**config.mk**
```make
export PLATFORM = sky130hd
export DESIGN_NAME = snel_ctrl
export DESIGN_NICKNAME = d
export VERILOG_FILES = /design/src/design/snel_pkg.sv /design/src/design/snel_ctrl.sv
export SDC_FILE = /design/constraint.sdc
export NUM_CORES = 1
export LEC_CHECK = 0
export ABC_CLOCK_PERIOD_IN_PS = 1500
export BUFFER_PORTS_ARGS = -buffer_cell sky130_fd_sc_hd__buf_2
export CAP_MARGIN = 10
export CORE_AREA = 5 5 42 44
export DETAILED_ROUTE_END_ITERATION = 8
export DIE_AREA = 0 0 47 49
export PLACE_DENSITY = 0.55
export SYNTH_ARGS = -nofsm -noshare
export SYNTH_HDL_FRONTEND = slang
export SYNTH_SLANG_ARGS = --single-unit
```
**constraint.sdc**
```tcl
create_clock -name clk_i -period 1.5 [get_ports clk_i]
set_input_delay 0.15 -clock clk_i [delete_from_list [all_inputs] [get_ports clk_i]]
set_output_delay 0.15 -clock clk_i [all_outputs]
set_load 0.02 [all_outputs]
```
**src/design/snel_pkg.sv**
```systemverilog
// Shared constants, codes and controller/datapath interface types of the symbol name expander.
`timescale 1ns / 1ps
package snel_pkg;

  localparam int unsigned TOK_BYTES     = 4096;
  localparam int unsigned TOK_AW        = $clog2(TOK_BYTES);
  localparam int unsigned NUM_CODES     = 256;
  localparam int unsigned NAME_LEN      = 128;
  localparam int unsigned NAME_AW       = $clog2(NAME_LEN);
  localparam int unsigned MAX_SYMBOLS   = 1024;
  localparam int unsigned SYM_AW        = (MAX_SYMBOLS > 1) ? $clog2(MAX_SYMBOLS) : 1;
  localparam int unsigned MAX_TOKEN_LEN = 32;
  localparam int unsigned TOKI_W        = $clog2(MAX_TOKEN_LEN);

  localparam int unsigned CMD_W    = 3;
  localparam int unsigned ADDR_W   = 12;
  localparam int unsigned DATA_W   = 64;
  localparam int unsigned CHAR_W   = 8;
  localparam int unsigned CODE_W   = 8;
  localparam int unsigned CNT_W    = 11;
  localparam int unsigned SYMNUM_W = 10;

  localparam int unsigned IN_TDATA_W  = 80;
  localparam int unsigned OUT_TDATA_W = 88;
  localparam int unsigned OUT_TUSER_W = 3;

  typedef enum logic [CMD_W-1:0] {
    CMD_TOK_BYTE  = 3'd0,
    CMD_TOK_START = 3'd1,
    CMD_NAME_CHAR = 3'd2,
    CMD_SYM_ADDR  = 3'd3,
    CMD_STREAM    = 3'd4
  } cmd_e;

  typedef enum logic [2:0] {
    S_IDLE,
    S_START,
    S_TOK_RD,
    S_TOK_CHK,
    S_END_RD,
    S_END_OUT,
    S_DONE_OUT
  } ctl_state_e;

  typedef struct packed {
    logic mem_wr;
    logic len_ld;
    logic ts_rd;
    logic tok_init;
    logic tok_rd;
    logic tok_step;
    logic code_dec;
    logic end_rd;
    logic end_emit;
    logic done_emit;
  } ctrl_t;

  typedef struct packed {
    logic is_stream;
    logic byte_zero;
    logic stream_done;
    logic awaiting;
    logic chr_zero;
    logic chr_emit;
    logic tok_last;
    logic codes_last;
    logic out_free;
  } stat_t;

endpackage

```
**src/design/snel_ctrl.sv**
```systemverilog
// Sequencing state machine of the symbol name expander.
`timescale 1ns / 1ps
module snel_ctrl (
  input  logic              clk_i,
  input  logic              rst_ni,
  input  logic              in_valid_i,
  output logic              in_ready_o,
  input  snel_pkg::stat_t   stat_i,
  output snel_pkg::ctrl_t   ctrl_o
);

  snel_pkg::ctl_state_e state_q, state_d;
  logic acc;
  logic step_ok;

  // Hold a character step while the output register is still occupied.
  assign step_ok = !stat_i.chr_emit || stat_i.out_free;

  always_ff @(posedge clk_i or negedge rst_ni) begin
    if (!rst_ni) begin
      state_q <= snel_pkg::S_IDLE;
    end else begin
      state_q <= state_d;
    end
  end

  always_comb begin
    state_d = state_q;
    unique case (state_q)
      snel_pkg::S_IDLE: begin
        if (in_valid_i && stat_i.is_stream) begin
          if (stat_i.stream_done) begin
            state_d = snel_pkg::S_DONE_OUT;
          end else if (stat_i.awaiting) begin
            if (stat_i.byte_zero) begin
              state_d = snel_pkg::S_END_RD;
            end
          end else begin
            state_d = snel_pkg::S_START;
          end
        end
      end
      snel_pkg::S_START:  state_d = snel_pkg::S_TOK_RD;
      snel_pkg::S_TOK_RD: state_d = snel_pkg::S_TOK_CHK;
      snel_pkg::S_TOK_CHK: begin
        if (step_ok) begin
          if (stat_i.chr_zero || stat_i.tok_last) begin
            state_d = stat_i.codes_last ? snel_pkg::S_END_RD : snel_pkg::S_IDLE;
          end else begin
            state_d = snel_pkg::S_TOK_RD;
          end
        end
      end
      snel_pkg::S_END_RD: state_d = snel_pkg::S_END_OUT;
      snel_pkg::S_END_OUT: begin
        if (stat_i.out_free) begin
          state_d = snel_pkg::S_IDLE;
        end
      end
      snel_pkg::S_DONE_OUT: begin
        if (stat_i.out_free) begin
          state_d = snel_pkg::S_IDLE;
        end
      end
      default: state_d = snel_pkg::S_IDLE;
    endcase
  end

  always_comb begin
    in_ready_o = (state_q == snel_pkg::S_IDLE);
    acc        = in_ready_o && in_valid_i;
    ctrl_o          = '0;
    ctrl_o.mem_wr   = acc && !stat_i.is_stream;
    ctrl_o.len_ld   = acc && stat_i.is_stream && !stat_i.stream_done && stat_i.awaiting
                      && !stat_i.byte_zero;
    ctrl_o.ts_rd    = acc && stat_i.is_stream && !stat_i.stream_done && !stat_i.awaiting;
    ctrl_o.tok_init = (state_q == snel_pkg::S_START);
    ctrl_o.tok_rd   = (state_q == snel_pkg::S_TOK_RD);
    ctrl_o.tok_step = (state_q == snel_pkg::S_TOK_CHK) && step_ok;
    ctrl_o.code_dec = ctrl_o.tok_step && (stat_i.chr_zero || stat_i.tok_last);
    ctrl_o.end_rd   = (state_q == snel_pkg::S_END_RD);
    ctrl_o.end_emit = (state_q == snel_pkg::S_END_OUT) && stat_i.out_free;
    ctrl_o.done_emit = (state_q == snel_pkg::S_DONE_OUT) && stat_i.out_free;
  end

endmodule

```
### After elaboration in Yosys (flattened, before gate mapping)

Cells that the tools add are included.

| storage, ports and cells | value |
|---|---|
| register bits | 3 |
| output and inout bits | 11 |
| logic and storage cells | 42 |

| cells by class | value |
|---|---|
| eq/ne operators | 10 |
| mux-type cells | 9 |
| reduce and logical (&&, ||, !) cells | 22 |

Operator list:

| kind | number |
|---|---|
| two-way mux 3 bit | 8 |
| case mux 3 bit (6 select lines) | 1 |
| logical AND 1 bit | 12 |
| == test 3 bit, second input constant | 3 |
| == test 3 x 2 -> 1 bit, second input constant | 2 |
| logical NOT 1 bit | 5 |
| inequality test 2 x 1 -> 1 bit, second input constant | 2 |
| inequality test 4 x 2 -> 1 bit, second input constant | 1 |
| AND reduction 4 bit | 1 |
| == test 3 x 1 -> 1 bit, second input constant | 1 |
| logical NOT 3 bit | 1 |
| logical OR 1 bit | 2 |
| inequality test 2 bit, second input constant | 1 |
| OR reduction 2 bit | 1 |

### Longest topological paths before layout

| depth | value |
|---|---|
| depth after elaboration | 6 |
| depth in mapped cells | 5 |
| mapped depth without buffers | 4 |

### Worst setup path before layout

Ideal clock, no wire load.

| path | value |
|---|---|
| path kind | register -> output |
| from | register state_q[2] |
| to | output port ctrl_o[3] (netlist name) |
| data arrival time | 1.486 ns |
| data required time | 1.350 ns |
| slack | -0.136 ns |
| cell stages (with the launch flop) | 5 |
| cell sequence | dfrtp_1 -> buf_4 -> nand3b_1 -> nor2b_1 -> nor2b_1 |

RTL lines:

| item | line | text |
|---|---|---|
| from (decl) | snel_ctrl.sv:12 | `snel_pkg::ctl_state_e state_q, state_d;` |
| from (signal assigned) | snel_ctrl.sv:21 | `state_q <= snel_pkg::S_IDLE;` |
| from (signal assigned) | snel_ctrl.sv:23 | `state_q <= state_d;` |
| to (decl) | snel_ctrl.sv:9 | `output snel_pkg::ctrl_t ctrl_o` |

==> impl_metrics.tcl <==
set metrics [dict create \
    status "finished, final reports clean" \
    cp-start-kind "flop" \
    crit_type "flop to output port" \
    ys.flop_type "dfrtp_1" \
    nNetsFinal 85 \
    gp_congestion 0.692 \
    synthCells 42 \
    vias 414 \
    wl_met2_um 528 \
    clkSlewWorstSetupHoldPaths_ns 0.04 \
    htreeDepth 1 \
    drt_iter0_drc 5 \
    p_comb_frac 0.682 \
    largest_reg_flops 3 \
    first_pass_iters 5 \
    synth_edf_count 0 \
    yosysWarnings 0 \
    synth_nets 54 \
    synth_top_area_share 0.222 \
    final_core_util 0.408 \
    cpPeakStageDelay_ns 0.43 \
    hold_viol 0 \
    cts_buffer_depth 2 \
    grtUsageTotal 0.0995 \
    p_leak_nw 0.270 \
    wl_met1_um 389 \
    crit_arrival_ns 1.31 \
    antenna_found_initial 0 \
    crit_path_end_kind "output port" \
    cts_tree "yes" \
    rows 14 \
    clock-sinks 3 \
    ant_nets 0 \
    peakVddDrop_mv 0.995 \
    powerDensity_mw_per_mm2 1950 \
    ys_seq_elements 3 \
    grt-ovfl-total 0 \
    power.total_w 0.00112 \
    portBuffers 22 \
    synthTopCellsByArea "dfrtp_1, nor3_1, nor3b_1, nand2_1, mux2_4" \
    ys_seq_area_frac 0.222 \
    grt_pass1_vias 377 \
    rsz0062_at_grt "true" \
    dp_cells 81 \
    setup_violations 0 \
    power.net_switching_w 0.000504 \
    syn_area_um2 338 \
    max-slew-margin-rel 0.793 \
    fin_setup_tns_ns 0 \
    grt_start_max_net_pins 8 \
    grt_pass1_wl_um 1660 \
    numCtsBuffers 3 \
    synth_common_cells "nor3_1, nand2_1, nor2_1, nor3b_1, dfrtp_1" \
    area_delta_synth_final_pct 69.3 \
    num_antenna_cells 0 \
    hold_slack_ns 0.211 \
    critical_path.slowest_cell "dfrtp_2" \
    clock_latency_ns 0.23 \
    fillers 143 \
    crit_family "simple AND/OR/NAND/NOR gates" \
    crit_buf_inv 1 \
    clock_skew_ns 0.00154 \
    die_w_um 47 \
    pin_count 23 \
    synth_top_cell_by_area "dfrtp_1" \
    swShare 0.452 \
    drive_gt1_frac 0.556 \
    stdcell_count 88 \
    totalWireLength_um 997 \
    route.met3.wl_um 79 \
    worst_pin_slew_ns 0.311 \
    hp-class "input pin to flop" \
    cp_cell_sequence "nand3b_1 > nor2b_1 > nor2b_2 > buf_6" \
    cap_violations 0 \
    p_seq_frac 0.189 \
    crit_required_ns 1.35 \
    period_needed_ns 1.46 \
    die_h_um 49 \
    fin_crit_sh 0.975 \
    area.sequential_um2 78.8 \
    drv_slew 0 \
    p_clk_frac 0.129 \
    p_int_w 0.000612 \
    fp.coreArea_mm2 0.00140 \
    synth_cell_types 24 \
    largestRegisters "state_q x3" \
    initial_utilization 0.241 \
    clock.fmax_mhz 684 \
    cp_max_fo 5 \
    wl_per_cell_um 11.3 \
    top_layer_used "met3" \
    dieArea_mm2 0.00230 \
    synthArstFlopShare 1.00 \
    routed_via_density 4.70 \
    drc_errors 0 \
    avgSynthCellArea_um2 8.04 \
    multi_input_area_um2 260 \
    dp_hpwl_um 743 \
    root_buffer "clkbuf_4" \
    largest-register "state_q" \
    synth_most_common_cell "nor3_1" \
]
-- placed cells by master, fill, tap and decap left out, drive strengths merged --
| master | Yosys | routed |
|---|---|---|
| buf | 3 | 28 |
| nor3 | 7 | 7 |
| nand2 | 5 | 5 |
| nor2 | 4 | 4 |
| nor3b | 4 | 4 |
| clkbuf | 0 | 4 |
| dfrtp | 3 | 3 |
| nor2b | 2 | 2 |
| o21ai | 2 | 2 |
| inv | 1 | 1 |
| and3b | 1 | 1 |
| and4 | 1 | 1 |
| nand3b | 1 | 1 |
| nand2b | 1 | 1 |
| a211o | 1 | 1 |
| xor2 | 1 | 1 |
| o221ai | 1 | 1 |
| mux2i | 1 | 1 |
| mux2 | 1 | 1 |
| o32a | 1 | 1 |
| o22ai | 1 | 1 |
| dlygate4sd3 | 0 | 1 |
-- through the flow --
| step | setup WS [ns] | area, um^2 |
|---|---|---|
| CTS | 0.00444 | 542 |
| global placement | 0.0677 | 483 |
| finish | 0.0371 | 572 |
| detailed placement | 0.0466 | 483 |
| floorplan | -0.101 | 347 |
| global route | -0.0550 | 572 |
-- power by group through the flow --
stage	Clock [W]	Sequential [W]	Combinational [W]
2_1_floorplan	0	0.000166	0.000538
3_3_place_gp	0	0.000207	0.000661
3_5_place_dp	0	0.000204	0.000670
4_1_cts	0.000148	0.000206	0.000722
5_1_grt	0.000162	0.000222	0.000834
6_report	0.000144	0.000211	0.000762
-- worst paths after layout --
path,slack [ns],cells past startpoint,startpoint,end
max reg2reg,0.05,4,state_q[2],state_q[1]
max in group asynchronous,1.13,2,rst_ni,state_q[0]
min,0.21,2,stat_i[0],state_q[2]
min in group asynchronous,0.24,2,rst_ni,state_q[1]
min reg2reg,0.63,1,state_q[1],state_q[1]
max,0.04,4,state_q[2],ctrl_o[3]
-- final cells by class --
type / instances / share of cell area
Multi-Input combinational cell: 35 / 0.455
Tap cell: 16 / 0.0350
Timing Repair Buffer: 29 / 0.319
Sequential cell: 3 / 0.138
Clock buffer: 4 / 0.0460
Inverter: 1 / 0.00656
-- per-layer routing --
| layer | up-vias | track usage |
|---|---|---|
| li1 | 212 | - |
| met1 | 188 | 0.111 |
| met2 | 14 | 0.158 |
| met3 | 0 | 0.0443 |
| met4 | 0 | 0.0415 |
| met5 | - | 0 |
-- kinds of logic (layout without fill, tap and decap cells) --
logic type             Yosys count  in the layout  share of synthesized area
buffers and inverters            4             34                     0.0815
flip-flops                       3              3                      0.222
AND/OR/NAND/NOR                 26             26                      0.437
AO/OA/AOI/OAI                    6              6                      0.159
XOR/XNOR                         1              1                     0.0259
multiplexers                     2              2                     0.0741
-- repair_timing --
action,in CTS,in global routing
setup buffers,1,1
gates resized for setup,3,8
hold buffers,1,0
gates cloned,0,0
pin swaps,0,5
hold endpoints to repair,3,0
setup endpoints to repair,2,8
(Power assumes the default switching activity.)
